===== config.mk =====
export PLATFORM = sky130hd
export DESIGN_NAME = calendar_date_add_days_flat
export DESIGN_NICKNAME = d
export VERILOG_FILES = /design/src/rtl/cdad_pkg.sv /design/src/rtl/cdad_if.sv /design/src/rtl/cdad_alu.sv /design/src/rtl/calendar_date_add_days.sv /design/src/flat_wrapper.sv
export SDC_FILE = /design/constraint.sdc
export NUM_CORES = 1
export LEC_CHECK = 0
export BUFFER_PORTS_ARGS = -buffer_cell sky130_fd_sc_hd__buf_2
export CORE_MARGIN = 5
export CORE_UTILIZATION = 65
export DETAILED_ROUTE_END_ITERATION = 10
export GPL_ROUTABILITY_DRIVEN = 0
export PLACE_DENSITY = 0.9
export RECOVER_POWER = 25
export SLEW_MARGIN = 40
export SYNTH_ARGS = -nofsm -noshare
export SYNTH_HDL_FRONTEND = slang
export SYNTH_SLANG_ARGS = --single-unit

===== constraint.sdc =====
create_clock -name clk -period 13.8 [get_ports clk]
set_clock_uncertainty 0.05 [all_clocks]
set_input_delay 1.38 -clock clk [delete_from_list [all_inputs] [get_ports clk]]
set_output_delay 1.38 -clock clk [all_outputs]
set_load 0.005 [all_outputs]

===== src/rtl/cdad_pkg.sv =====
// shared types, constants and calendar functions of the date adder
`default_nettype none

package cdad_pkg;

    localparam int YEAR_W  = 12;
    localparam int RYEAR_W = 13;
    localparam int MONTH_W = 4;
    localparam int DAY_W   = 5;
    localparam int COUNT_W = 14;
    localparam int CFG_DATA_W = 14;

    localparam logic [YEAR_W-1:0]  YEAR_SPAN     = 12'd100;
    localparam logic [YEAR_W-1:0]  RESET_CUR_YEAR = 12'd2021;
    localparam logic [COUNT_W-1:0] RESET_MAX_DAYS = 14'd10000;
    localparam logic [COUNT_W-1:0] LEAP_CYCLE    = 14'd400;
    localparam logic [YEAR_W-1:0]  LEAP_CYCLE_LAST = 12'd399;
    localparam logic [MONTH_W-1:0] MONTH_JAN = 4'd1;
    localparam logic [MONTH_W-1:0] MONTH_FEB = 4'd2;
    localparam logic [MONTH_W-1:0] MONTH_DEC = 4'd12;

    typedef enum logic {
        CFG_LATEST_YEAR = 1'b0,
        CFG_MAX_DAYS    = 1'b1
    } cfg_index_t;

    typedef enum logic [1:0] {
        STATUS_OK        = 2'd0,
        STATUS_BAD_DATE  = 2'd1,
        STATUS_BAD_COUNT = 2'd2
    } status_t;

    typedef struct packed {
        logic [COUNT_W-1:0] a;
        logic [COUNT_W-1:0] b;
    } alu_req_t;

    typedef struct packed {
        logic [COUNT_W-1:0] diff;
        logic               borrow;
    } alu_rsp_t;

    // leap test on the year reduced modulo 400
    function automatic logic is_leap(input logic [8:0] ymod);
        logic century;
        century = (ymod == 9'd100) || (ymod == 9'd200) || (ymod == 9'd300);
        return (ymod[1:0] == 2'b00) && !century;
    endfunction

    function automatic logic [DAY_W-1:0] month_len(input logic [MONTH_W-1:0] m,
                                                  input logic leap);
        logic [DAY_W-1:0] len;
        case (m)
            4'd1, 4'd3, 4'd5, 4'd7, 4'd8, 4'd10, 4'd12: len = 5'd31;
            4'd4, 4'd6, 4'd9, 4'd11:                   len = 5'd30;
            MONTH_FEB:                                 len = leap ? 5'd29 : 5'd28;
            default:                                   len = 5'd0;
        endcase
        return len;
    endfunction

endpackage

`default_nettype wire


===== src/rtl/cdad_if.sv =====
// valid/ready channel interfaces of the date adder
`default_nettype none

interface cdad_req_if
    import cdad_pkg::*;
();
    logic                  valid;
    logic                  ready;
    logic [YEAR_W-1:0]     start_year;
    logic [MONTH_W-1:0]    start_month;
    logic [DAY_W-1:0]      start_day;
    logic [COUNT_W-1:0]    day_count;

    modport source (output valid, start_year, start_month, start_day, day_count,
                    input ready);
    modport sink   (input valid, start_year, start_month, start_day, day_count,
                    output ready);
endinterface

interface cdad_rsp_if
    import cdad_pkg::*;
();
    logic                  valid;
    logic                  ready;
    logic [RYEAR_W-1:0]    result_year;
    logic [MONTH_W-1:0]    result_month;
    logic [DAY_W-1:0]      result_day;
    logic [1:0]            status;

    modport source (output valid, result_year, result_month, result_day, status,
                    input ready);
    modport sink   (input valid, result_year, result_month, result_day, status,
                    output ready);
endinterface

interface cdad_cfg_if
    import cdad_pkg::*;
();
    logic                  valid;
    logic                  ready;
    logic                  index;
    logic [CFG_DATA_W-1:0] data;

    modport source (output valid, index, data, input ready);
    modport sink   (input valid, index, data, output ready);
endinterface

`default_nettype wire


===== src/rtl/cdad_alu.sv =====
// shared subtract and compare unit of the date adder
`default_nettype none

module cdad_alu
    import cdad_pkg::*;
(
    input  alu_req_t op,
    output alu_rsp_t res
);

    logic [COUNT_W:0] wide;

    assign wide       = {1'b0, op.a} - {1'b0, op.b};
    assign res.diff   = wide[COUNT_W-1:0];
    assign res.borrow = wide[COUNT_W];

endmodule

`default_nettype wire


===== src/rtl/calendar_date_add_days.sv =====
// steps: S_IDLE takes the request, S_MOD reduces the year modulo 400 and
// S_CHECK checks the date and count, then S_STEP crosses one month per step
// until the count ends; S_MOD and S_STEP share the one subtractor, and S_CHECK
// and S_STEP wait while the result slot is full; one request at a time is taken
// reset: async active low, config back to latest year 2021 and max_days 10000
// top level of the Gregorian date adder
`default_nettype none

module calendar_date_add_days
    import cdad_pkg::*;
(
    input  wire        clk,
    input  wire        rst_n,
    cdad_req_if.sink   req,
    cdad_rsp_if.source rsp,
    cdad_cfg_if.sink   cfg
);

    typedef enum logic [1:0] {
        S_IDLE,
        S_MOD,
        S_CHECK,
        S_STEP
    } state_t;

    state_t               state_reg, state_next;
    logic [RYEAR_W-1:0]   yr_reg, yr_next;
    logic [MONTH_W-1:0]   mon_reg, mon_next;
    logic [DAY_W-1:0]     day_reg, day_next;
    logic [COUNT_W-1:0]   rem_reg, rem_next;
    logic [YEAR_W-1:0]    mod_reg, mod_next;
    logic [YEAR_W-1:0]    cur_year_reg, cur_year_next;
    logic [COUNT_W-1:0]   max_days_reg, max_days_next;
    logic                 out_valid_reg, out_valid_next;
    logic [RYEAR_W-1:0]   out_year_reg, out_year_next;
    logic [MONTH_W-1:0]   out_month_reg, out_month_next;
    logic [DAY_W-1:0]     out_day_reg, out_day_next;
    status_t              out_status_reg, out_status_next;

    alu_req_t             alu_op;
    alu_rsp_t             alu_res;
    logic                 leap;
    logic [DAY_W-1:0]     len;
    logic [DAY_W-1:0]     left;
    logic [YEAR_W-1:0]    low_year;
    logic                 date_ok;
    logic                 slot_free;

    cdad_alu u_alu (
        .op  (alu_op),
        .res (alu_res)
    );

    assign leap      = is_leap(mod_reg[8:0]);
    assign len       = month_len(mon_reg, leap);
    assign left      = len - day_reg;
    assign low_year  = (cur_year_reg >= YEAR_SPAN) ? (cur_year_reg - YEAR_SPAN) : '0;
    assign slot_free = !out_valid_reg || rsp.ready;
    assign date_ok   = (yr_reg[YEAR_W-1:0] <= cur_year_reg) && (yr_reg[YEAR_W-1:0] >= low_year)
                       && (mon_reg >= MONTH_JAN) && (mon_reg <= MONTH_DEC)
                       && (day_reg != '0) && (day_reg <= len);

    always_comb
    begin
        if (state_reg == S_MOD)
        begin
            alu_op.a = {{(COUNT_W-YEAR_W){1'b0}}, mod_reg};
            alu_op.b = LEAP_CYCLE;
        end
        else
        begin
            alu_op.a = rem_reg;
            alu_op.b = {{(COUNT_W-DAY_W){1'b0}}, left} + {{(COUNT_W-1){1'b0}}, 1'b1};
        end
    end

    always_comb
    begin
        state_next      = state_reg;
        yr_next         = yr_reg;
        mon_next        = mon_reg;
        day_next        = day_reg;
        rem_next        = rem_reg;
        mod_next        = mod_reg;
        cur_year_next   = cur_year_reg;
        max_days_next   = max_days_reg;
        out_valid_next  = out_valid_reg && !rsp.ready;
        out_year_next   = out_year_reg;
        out_month_next  = out_month_reg;
        out_day_next    = out_day_reg;
        out_status_next = out_status_reg;

        if (cfg.valid)
        begin
            case (cfg_index_t'(cfg.index))
                CFG_LATEST_YEAR: cur_year_next = cfg.data[YEAR_W-1:0];
                CFG_MAX_DAYS:    max_days_next = cfg.data;
                default:         ;
            endcase
        end

        case (state_reg)
            S_IDLE:
            begin
                if (req.valid)
                begin
                    yr_next    = {1'b0, req.start_year};
                    mon_next   = req.start_month;
                    day_next   = req.start_day;
                    rem_next   = req.day_count;
                    mod_next   = req.start_year;
                    state_next = S_MOD;
                end
            end
            S_MOD:
            begin
                if (!alu_res.borrow)
                    mod_next = alu_res.diff[YEAR_W-1:0];
                else
                    state_next = S_CHECK;
            end
            S_CHECK:
            begin
                if (!date_ok || (rem_reg > max_days_reg))
                begin
                    if (slot_free)
                    begin
                        out_valid_next  = 1'b1;
                        out_year_next   = '0;
                        out_month_next  = '0;
                        out_day_next    = '0;
                        out_status_next = date_ok ? STATUS_BAD_COUNT : STATUS_BAD_DATE;
                        state_next      = S_IDLE;
                    end
                end
                else
                    state_next = S_STEP;
            end
            S_STEP:
            begin
                if (alu_res.borrow)
                begin
                    // count ends inside this month
                    if (slot_free)
                    begin
                        out_valid_next  = 1'b1;
                        out_year_next   = yr_reg;
                        out_month_next  = mon_reg;
                        out_day_next    = day_reg + rem_reg[DAY_W-1:0];
                        out_status_next = STATUS_OK;
                        state_next      = S_IDLE;
                    end
                end
                else
                begin
                    rem_next = alu_res.diff;
                    day_next = {{(DAY_W-1){1'b0}}, 1'b1};
                    if (mon_reg == MONTH_DEC)
                    begin
                        mon_next = MONTH_JAN;
                        yr_next  = yr_reg + {{(RYEAR_W-1){1'b0}}, 1'b1};
                        mod_next = (mod_reg == LEAP_CYCLE_LAST) ? '0
                                   : mod_reg + {{(YEAR_W-1){1'b0}}, 1'b1};
                    end
                    else
                        mon_next = mon_reg + {{(MONTH_W-1){1'b0}}, 1'b1};
                end
            end
            default:
                state_next = S_IDLE;
        endcase
    end

    always_ff @(posedge clk or negedge rst_n)
    begin
        if (!rst_n)
        begin
            state_reg      <= S_IDLE;
            yr_reg         <= '0;
            mon_reg        <= '0;
            day_reg        <= '0;
            rem_reg        <= '0;
            mod_reg        <= '0;
            cur_year_reg   <= RESET_CUR_YEAR;
            max_days_reg   <= RESET_MAX_DAYS;
            out_valid_reg  <= 1'b0;
            out_year_reg   <= '0;
            out_month_reg  <= '0;
            out_day_reg    <= '0;
            out_status_reg <= STATUS_OK;
        end
        else
        begin
            state_reg      <= state_next;
            yr_reg         <= yr_next;
            mon_reg        <= mon_next;
            day_reg        <= day_next;
            rem_reg        <= rem_next;
            mod_reg        <= mod_next;
            cur_year_reg   <= cur_year_next;
            max_days_reg   <= max_days_next;
            out_valid_reg  <= out_valid_next;
            out_year_reg   <= out_year_next;
            out_month_reg  <= out_month_next;
            out_day_reg    <= out_day_next;
            out_status_reg <= out_status_next;
        end
    end

    assign req.ready        = (state_reg == S_IDLE);
    assign cfg.ready        = 1'b1;
    assign rsp.valid        = out_valid_reg;
    assign rsp.result_year  = out_year_reg;
    assign rsp.result_month = out_month_reg;
    assign rsp.result_day   = out_day_reg;
    assign rsp.status       = out_status_reg;

endmodule

`default_nettype wire


===== src/flat_wrapper.sv =====
// flat-port wrapper written by rule: the top's interface ports become plain ports
module calendar_date_add_days_flat import cdad_pkg::*;
  (clk, rst_n, req_valid, req_start_year, req_start_month, req_start_day, req_day_count, req_ready, rsp_valid, rsp_result_year, rsp_result_month, rsp_result_day, rsp_status, rsp_ready, cfg_valid, cfg_index, cfg_data, cfg_ready);
  cdad_req_if req_i ();
  cdad_rsp_if rsp_i ();
  cdad_cfg_if cfg_i ();
  input  wire clk;
  input  wire rst_n;
  input wire logic [$bits(req_i.valid)-1:0] req_valid;
  input wire logic [$bits(req_i.start_year)-1:0] req_start_year;
  input wire logic [$bits(req_i.start_month)-1:0] req_start_month;
  input wire logic [$bits(req_i.start_day)-1:0] req_start_day;
  input wire logic [$bits(req_i.day_count)-1:0] req_day_count;
  output wire logic [$bits(req_i.ready)-1:0] req_ready;
  output wire logic [$bits(rsp_i.valid)-1:0] rsp_valid;
  output wire logic [$bits(rsp_i.result_year)-1:0] rsp_result_year;
  output wire logic [$bits(rsp_i.result_month)-1:0] rsp_result_month;
  output wire logic [$bits(rsp_i.result_day)-1:0] rsp_result_day;
  output wire logic [$bits(rsp_i.status)-1:0] rsp_status;
  input wire logic [$bits(rsp_i.ready)-1:0] rsp_ready;
  input wire logic [$bits(cfg_i.valid)-1:0] cfg_valid;
  input wire logic [$bits(cfg_i.index)-1:0] cfg_index;
  input wire logic [$bits(cfg_i.data)-1:0] cfg_data;
  output wire logic [$bits(cfg_i.ready)-1:0] cfg_ready;
  assign req_i.valid = req_valid;
  assign req_i.start_year = req_start_year;
  assign req_i.start_month = req_start_month;
  assign req_i.start_day = req_start_day;
  assign req_i.day_count = req_day_count;
  assign req_ready = req_i.ready;
  assign rsp_valid = rsp_i.valid;
  assign rsp_result_year = rsp_i.result_year;
  assign rsp_result_month = rsp_i.result_month;
  assign rsp_result_day = rsp_i.result_day;
  assign rsp_status = rsp_i.status;
  assign rsp_i.ready = rsp_ready;
  assign cfg_i.valid = cfg_valid;
  assign cfg_i.index = cfg_index;
  assign cfg_i.data = cfg_data;
  assign cfg_ready = cfg_i.ready;
  calendar_date_add_days u_core (.clk(clk), .rst_n(rst_n), .req(req_i), .rsp(rsp_i), .cfg(cfg_i));
endmodule

==> qor.txt, run 1 <==
============================================================================
Clock buffer count from CTS ...................................            9
Reg-to-reg setup timing slack .................................      8550 ps
Global-route wire length before repair ........................    34,550 um
Slew at the pin with the worst max-slew slack .................      2685 ps
Post-synth EDFFs ..............................................            0
Unrepaired setup endpoints after global routing ...............           no
Max_cap viols .................................................            1
Placed wire-length estimate ...................................    15,270 um
Power density normalized to cell area ......................... 305.5 nW/um2
Synthesized instance count ....................................          870
Category of the worst setup path launch point .................    flip-flop
Clock tree from TritonCTS .....................................        built
Cell type with the largest total area after synthesis ......... sky130_fd_sc_hd__dfrtp_1
Die width .....................................................     117.4 um
Core area .....................................................   11,370 um2
Static leakage power ..........................................  0.003645 uW
Worst ir drop on vdd ..........................................    0.2290 mV
Layout cell share with drive strength beyond 1 ................       16.58%
Count of nets after finishing .................................        1,040
Skew-Pair Late Insertion Delay ................................       370 ps
Maximum fanout along the worst path ...........................           25
Routed Wire Length ............................................    21,220 um
Vias ..........................................................        7,133
Starting DRC count in detailed routing ........................        1,177
Worst Path Arrival ............................................      5440 ps
Clock net sink count ..........................................          101
Number of placement rows ......................................           39
Die H .........................................................     117.4 um
Power after layout ............................................      2495 uW
Remaining global-route overflow ...............................            0
Cell with the most instances after synthesis .................. sky130_fd_sc_hd__nand2_1
Number of instances resized during post-cts repair ............            0
Max Transition Viols Final ....................................           47
Number of storage elements in the synthesis netlist ...........          101
Most numerous cell types in the synthesized netlist ........... sky130_fd_sc_hd__nand2_1, sky130_fd_sc_hd__dfrtp_1, sky130_fd_sc_hd__o21ai_0, sky130_fd_sc_hd__a21oi_1, sky130_fd_sc_hd__ha_1
Share of the clock period used by the worst path after layout .       38.06%
Clock period minus worst slack ................................      5252 ps
Share of the synthesized area in the top cell type ............       29.37%
Highest attainable clock frequency ............................    190.4 MHz
Length in cells of the worst reg-to-reg path ..................           21
Via/cell ratio ................................................        6.691
Combined area of all synthesized cells ........................     7497 um2
All-layer global routing usage ................................       30.43%
Area of the die ...............................................   13,780 um2
Area contributors post-synth .................................. sky130_fd_sc_hd__dfrtp_1, sky130_fd_sc_hd__ha_1, sky130_fd_sc_hd__nand2_1
Root Driver ................................................... sky130_fd_sc_hd__clkbuf_16
Min-Delay Path Depth ..........................................            1
Via count of the first global-routing pass ....................        6,787
Port Buffer Count .............................................           80
Type of the worst setup path .................................. flip-flop to flip-flop
Antenna violations before repair ..............................            0
Average cell area after synthesis .............................    8.617 um2
Number of failing setup endpoints in the final timing report ..            0
Count of endpoints failing hold in the final timing report ....            0
Most common flop cell mapped by yosys ......................... sky130_fd_sc_hd__dfrtp_1
Antenna Nets Post-Route .......................................            0
Post-route setup TNS ..........................................         0 ps
Sequential element share of the synthesized area ..............       33.93%
Worst Setup End Kind ..........................................    flip-flop
Post-cts hold buffer count ....................................            0
Type of the worst min-delay path .............................. flip-flop to flip-flop
Worst hold slack ..............................................     465.3 ps
Clock Tree Buf Depth ..........................................            2
Yosys warnings ................................................            0
Total setup buffers inserted after CTS ........................            0
Worst-case headroom to the max-slew limit .....................      -79.01%
Synth Net Count ...............................................          992
Total iterations of the first detailed-routing run ............            7
Largest net degree at the start of global routing .............           57
Detailed-route wire length per cell ...........................     19.91 um
Clk pin slew, worst setup/hold paths ..........................        80 ps
Post-synthesis to final-layout area growth ....................       8.929%
Htree depth ...................................................            3
IO Pins .......................................................           82
Outcome ....................................................... finished, violations left
Detailed-route DRC error count ................................            0
Cell variety after synth ......................................           79
Worst EP required .............................................    13,990 ps
Count of antenna diodes in the layout .........................            0
Share of synthesized registers carrying an async set or reset .       100.0%
Failing checks ................................................ capacitance limit, slew limit
Initial cell density of the core ..............................       65.94%
============================================================================
[layout by cell type (no fill, tap or decap), types with 10 or more instances in the layout]
master and instances:
sky130_fd_sc_hd__dfstp_2 13, sky130_fd_sc_hd__buf_2 78, sky130_fd_sc_hd__o21ai_0 68, sky130_fd_sc_hd__dfrtp_1 88, sky130_fd_sc_hd__a22oi_1 24, sky130_fd_sc_hd__nor3_1 18, sky130_fd_sc_hd__nand4_1 17, sky130_fd_sc_hd__nand3_1 24
sky130_fd_sc_hd__nand2_1 127, sky130_fd_sc_hd__a21oi_1 66, sky130_fd_sc_hd__ha_1 64, sky130_fd_sc_hd__and3_1 10, sky130_fd_sc_hd__inv_1 52, sky130_fd_sc_hd__xnor2_1 17, sky130_fd_sc_hd__nor2_1 45, sky130_fd_sc_hd__o22ai_1 16
sky130_fd_sc_hd__mux2_2 16, sky130_fd_sc_hd__a31oi_1 13
[final timing paths]
path,start,endpoint
min in group asynchronous,rst_n,u_core.cur_year_reg[3]
hold reg to reg,u_core.max_days_reg[6],u_core.max_days_reg[6]
hold / removal,u_core.max_days_reg[6],u_core.max_days_reg[6]
max in group asynchronous,rst_n,u_core.state_reg[0]
setup / recovery,u_core.mod_reg[3],u_core.rem_reg[10]
setup reg to reg,u_core.mod_reg[3],u_core.rem_reg[10]
[cell families after synthesis]
logic type / share of synthesized area [%]
compound gates: 24.63
xor+xnor: 3.037
flops: 33.93
simple gates: 17.84
buf+inv: 5.924
fa+ha+maj: 11.48
mux: 3.104
other cells: 0.05002
[power breakdown]
| group | leakage, uW | internal (uW) | switching, uW |
|---|---|---|---|
| clock | 0.000144 | 129 | 133 |
| combinational | 0.00229 | 666 | 960 |
| sequential | 0.00121 | 413 | 193 |
[metal layers]
layer  global-route usage [%]  wire [um]  up-vias
met4                    11.97        890        0
met3                    9.288       2268       94
met5                        0          0        -
met2                    45.83       9606      464
met1                    41.08       8458     3313
li1                         -          -     3262
[per-stage QoR]
stage | util, % | cell area, um2 | worst slack (ps) | std cells
2_1_floorplan | - | 7497 | 9415 | 870
3_3_place_gp | 69.14 | 7861 | 8853 | 1049
3_5_place_dp | 69.26 | 7875 | 8639 | 1050
4_1_cts | 71.90 | 8175 | 8625 | 1066
5_1_grt | 71.83 | 8167 | 8094 | 1066
6_report | 71.83 | 8167 | 8548 | 1066
[worst max-delay path, cell delays in order, from the launching register on]
cell and delay (ps):
sky130_fd_sc_hd__dfrtp_1 530, sky130_fd_sc_hd__nand2_1 90, sky130_fd_sc_hd__nor2_1 90, sky130_fd_sc_hd__a21oi_1 50
sky130_fd_sc_hd__nor3_1 170, sky130_fd_sc_hd__o21bai_1 140, sky130_fd_sc_hd__a41oi_1 300, sky130_fd_sc_hd__ha_1 200
sky130_fd_sc_hd__inv_1 50, sky130_fd_sc_hd__fa_1 400, sky130_fd_sc_hd__a21o_1 200, sky130_fd_sc_hd__a21oi_1 160
sky130_fd_sc_hd__xnor2_1 190, sky130_fd_sc_hd__a31o_2 160, sky130_fd_sc_hd__a21oi_1 60, sky130_fd_sc_hd__ha_1 380
sky130_fd_sc_hd__nand3_1 160, sky130_fd_sc_hd__o221ai_1 350, sky130_fd_sc_hd__nand4_4 300, sky130_fd_sc_hd__a32oi_4 720
sky130_fd_sc_hd__o21ai_0 200, sky130_fd_sc_hd__o2bb2ai_1 170
[area by class of cell]
type | instances | area [um2]
repair buffers | 85 | 435.4
fillers | 860 | 3203
multi-input cells | 669 | 4513
clock buffers | 9 | 225.2
flip-flops and latches | 101 | 2544
well taps | 143 | 178.9
clock inverters | 7 | 75.07
inverters | 52 | 195.2
(Power assumes the default switching activity.)
==> inputs of run 2 (changes only) <==
Settings changed: ABC_AREA set to 1, CORE_UTILIZATION 65 to 60, PLACE_DENSITY 0.9 to 0.84.
Clock period 13.8 ns to 4.85 ns, I/O delays scaled along.
==> run 2 against run 1 <==
  * The flow still finishes with violations (capacitance limit, slew limit)
  * Synthesized cell count rose by 23%
  * Register-to-register slack got worse by 8200 ps
  * Critical endpoint is now u_core.rem_reg[8]
  * Critical path type unchanged
  * Global-route usage fell by 3.6 points
  * Synthesized area rose by 1.4%
  * Via count rose by 2.1%
  * Maximum frequency rose by 16%
  * Die area rose by 9.0%
  * Non-clock buffer count rose by 6
  * Clock-buffer cell count rose by 3
  * Wire length fell by 8.0%
==> qor.txt, run 2 <==
============================================================================
Outcome ....................................................... finished, violations left
Most common flop cell mapped by yosys ......................... sky130_fd_sc_hd__dfrtp_1
# fillers .....................................................        1,065
Skew-Pair Late Insertion Delay ................................       360 ps
Highest attainable clock frequency ............................    221.1 MHz
Antenna violations before repair ..............................            0
Number of failing setup endpoints in the final timing report ..            0
Synth Net Count ...............................................        1,190
Layout cell share with drive strength beyond 1 ................       14.15%
Port Buffer Count .............................................           80
Yosys warnings ................................................            0
Detailed-route wire length per cell ...........................     14.83 um
Die width .....................................................     122.5 um
Total instance count after detailed placement .................        1,296
Combined area of all synthesized cells ........................     7600 um2
Clock buffer count from CTS ...................................            9
Post-route non-filler standard cell count .....................        1,317
Maximum fanout along the worst path ...........................           10
Routed Wire Length ............................................    19,530 um
Largest net degree at the start of global routing .............           75
Clock net sink count ..........................................          101
Type of the worst min-delay path .............................. input port to flip-flop
Global-route wire length before repair ........................    31,820 um
Reg-to-reg setup timing slack .................................       330 ps
Post-synthesis to final-layout area growth ....................       10.92%
Most numerous cell types in the synthesized netlist ........... sky130_fd_sc_hd__nand2_1, sky130_fd_sc_hd__inv_1, sky130_fd_sc_hd__dfrtp_1, sky130_fd_sc_hd__nor2_1
Failing checks ................................................ capacitance limit, slew limit
Cell variety after synth ......................................           48
Antenna Nets Post-Route .......................................            0
Area of the die ...............................................   15,020 um2
Post-route setup TNS ..........................................         0 ps
Total iterations of the first detailed-routing run ............            6
Remaining global-route overflow ...............................            0
Leading cell type in the layout, fill and taps excluded ....... sky130_fd_sc_hd__nand2_1
Area of combinational cells with multiple inputs ..............     4352 um2
Count of nets after finishing .................................        1,262
Post-Place Setup Slack ........................................     29.77 ps
Vias ..........................................................        7,284
Clock period minus worst slack ................................      4524 ps
Clk pin slew, worst setup/hold paths ..........................        70 ps
Cell type with the largest total area after synthesis ......... sky130_fd_sc_hd__dfrtp_1
Worst Path Arrival ............................................      4750 ps
Count of antenna diodes in the layout .........................            0
Commonest cells after routing, fill and taps aside ............ sky130_fd_sc_hd__nand2_1, sky130_fd_sc_hd__inv_1, sky130_fd_sc_hd__dfrtp_1, sky130_fd_sc_hd__nor2_1, sky130_fd_sc_hd__buf_2
Worst Setup End Kind ..........................................    flip-flop
Worst EP required .............................................      5080 ps
Share of the clock period used by the worst path after layout .       93.27%
Synthesized instance count ....................................        1,068
Launch point of the critical path ............................. u_core.mon_reg[1]
Post-cts hold buffer count ....................................            0
Number of placement rows ......................................           41
Initial cell density of the core ..............................       60.72%
Via count of the first global-routing pass ....................        6,655
Sequential element share of the synthesized area ..............       33.47%
Sequential cell area ..........................................     2544 um2
Core area .....................................................   12,520 um2
Unrepaired setup endpoints after global routing ...............           no
Least setup slack across all paths after layout ...............     326.4 ps
Area contributors post-synth .................................. sky130_fd_sc_hd__dfrtp_1, sky130_fd_sc_hd__nand2_1, sky130_fd_sc_hd__ha_1
All-layer global routing usage ................................       26.83%
Htree depth ...................................................            3
Via/cell ratio ................................................        5.531
Type of the worst setup path .................................. flip-flop to flip-flop
Worst-case headroom to the max-slew limit .....................      -166.2%
Count of endpoints failing hold in the final timing report ....            0
Category of the worst setup path launch point .................    flip-flop
Share of synthesized registers carrying an async set or reset .       100.0%
Startpoint of the most critical register-to-register path ..... u_core.mon_reg[1]
Post-synth EDFFs ..............................................            0
Max Transition Viols Final ....................................           75
Starting DRC count in detailed routing ........................          699
Cell with the most instances after synthesis .................. sky130_fd_sc_hd__nand2_1
Clock Tree Buf Depth ..........................................            2
Max_cap viols .................................................            1
Launch instance of the worst min-delay path ................... req_start_day[2]
Clock tree from TritonCTS .....................................        built
Share of the synthesized area in the top cell type ............       28.98%
Placed wire-length estimate ...................................    14,970 um
Root Driver ................................................... sky130_fd_sc_hd__clkbuf_16
Detailed-route DRC error count ................................            0
Average cell area after synthesis .............................    7.116 um2
Die H .........................................................     122.5 um
Slew at the pin with the worst max-slew slack .................      3994 ps
IO Pins .......................................................           82
Number of storage elements in the synthesis netlist ...........          101
============================================================================
==> run 2: area by class of cell <==
cell class,count,share of cell area [%]
timing repair buffer,91,5.759
clock inverter,4,0.3266
clock buffer,12,3.058
multi-input combinational,793,51.63
sequential,101,30.18
inverter,144,6.501
tap,172,2.553
==> run 2: worst max-delay path: stages, from the launching register on <==
cell and delay (ps):
sky130_fd_sc_hd__dfrtp_1 390, sky130_fd_sc_hd__inv_1 100, sky130_fd_sc_hd__ha_1 210, sky130_fd_sc_hd__or2_2 320
sky130_fd_sc_hd__a211oi_4 250, sky130_fd_sc_hd__inv_1 80, sky130_fd_sc_hd__a31oi_2 200, sky130_fd_sc_hd__ha_1 180
sky130_fd_sc_hd__inv_1 50, sky130_fd_sc_hd__fa_1 390, sky130_fd_sc_hd__xor2_1 180, sky130_fd_sc_hd__inv_1 90
sky130_fd_sc_hd__nor2_1 100, sky130_fd_sc_hd__nand2_1 70, sky130_fd_sc_hd__o21ai_0 150, sky130_fd_sc_hd__a21oi_1 60
sky130_fd_sc_hd__ha_1 350, sky130_fd_sc_hd__nand2_1 80, sky130_fd_sc_hd__nor2_1 90, sky130_fd_sc_hd__nand2_1 60
sky130_fd_sc_hd__nand3_2 110, sky130_fd_sc_hd__nand3_2 120, sky130_fd_sc_hd__nand2_4 140, sky130_fd_sc_hd__nand2_8 100
sky130_fd_sc_hd__nand2_8 120, sky130_fd_sc_hd__buf_6 150, sky130_fd_sc_hd__o21ai_1 80, sky130_fd_sc_hd__o21ai_1 160
==> run 2: layer usage <==
layer / vias up / wire length (um) / part of all wire (%) / GRT usage (%)
li1: 3609 / - / - / -
met1: 3307 / 8388 / 43 / 36.03
met2: 298 / 8782 / 45 / 42.01
met3: 70 / 1554 / 8.0 / 5.253
met4: 0 / 801 / 4.1 / 12.39
met5: - / 0 / 0 / 0
==> run 2: timing repair <==
item | in CTS | in global routing
gates resized for setup | 0 | 9
endpoints found under the hold margin | 0 | 0
endpoints found under the setup margin | 0 | 74
setup buffers | 0 | 5
==> run 2: final timing paths <==
| path | to | cells after the start |
|---|---|---|
| max | u_core.rem_reg[8] | 27 |
| min | u_core.day_reg[2] | 3 |
| max reg2reg | u_core.rem_reg[8] | 27 |
| min reg2reg | u_core.rsp.result_month[0] | 2 |
| max in group asynchronous | u_core.mod_reg[2] | 1 |
| min in group asynchronous | u_core.rsp.result_year[7] | 1 |
==> run 2: logic make-up (layout without fill, tap and decap cells) <==
family                   after synthesis  after routing  synth area share, %
AO/OA/AOI/OAI                        176            176                12.97
XOR/XNOR                              15             15                1.729
adder cells (fa/ha/maj)               67             67                11.33
buffers and inverters                174            251                9.615
flip-flops                           101            101                33.47
multiplexers                           3              3               0.3951
other                                  1              1              0.04934
AND/OR/NAND/NOR                      531            531                30.44
==> run 2: stage by stage <==
stage | area [um2] | util [%] | hold WS, ps
floorplan | 7600 | - | 139.4
global placement | 8075 | 64.51 | 398.2
detailed placement | 8079 | 64.54 | 403.3
CTS | 8364 | 66.82 | 102.9
global route | 8429 | 67.34 | 297.8
finish | 8429 | 67.34 | 294.6
Power of run 2 is not shown: default switching activity piles up to over one toggle a cycle in this logic, so the estimate is an artifact.
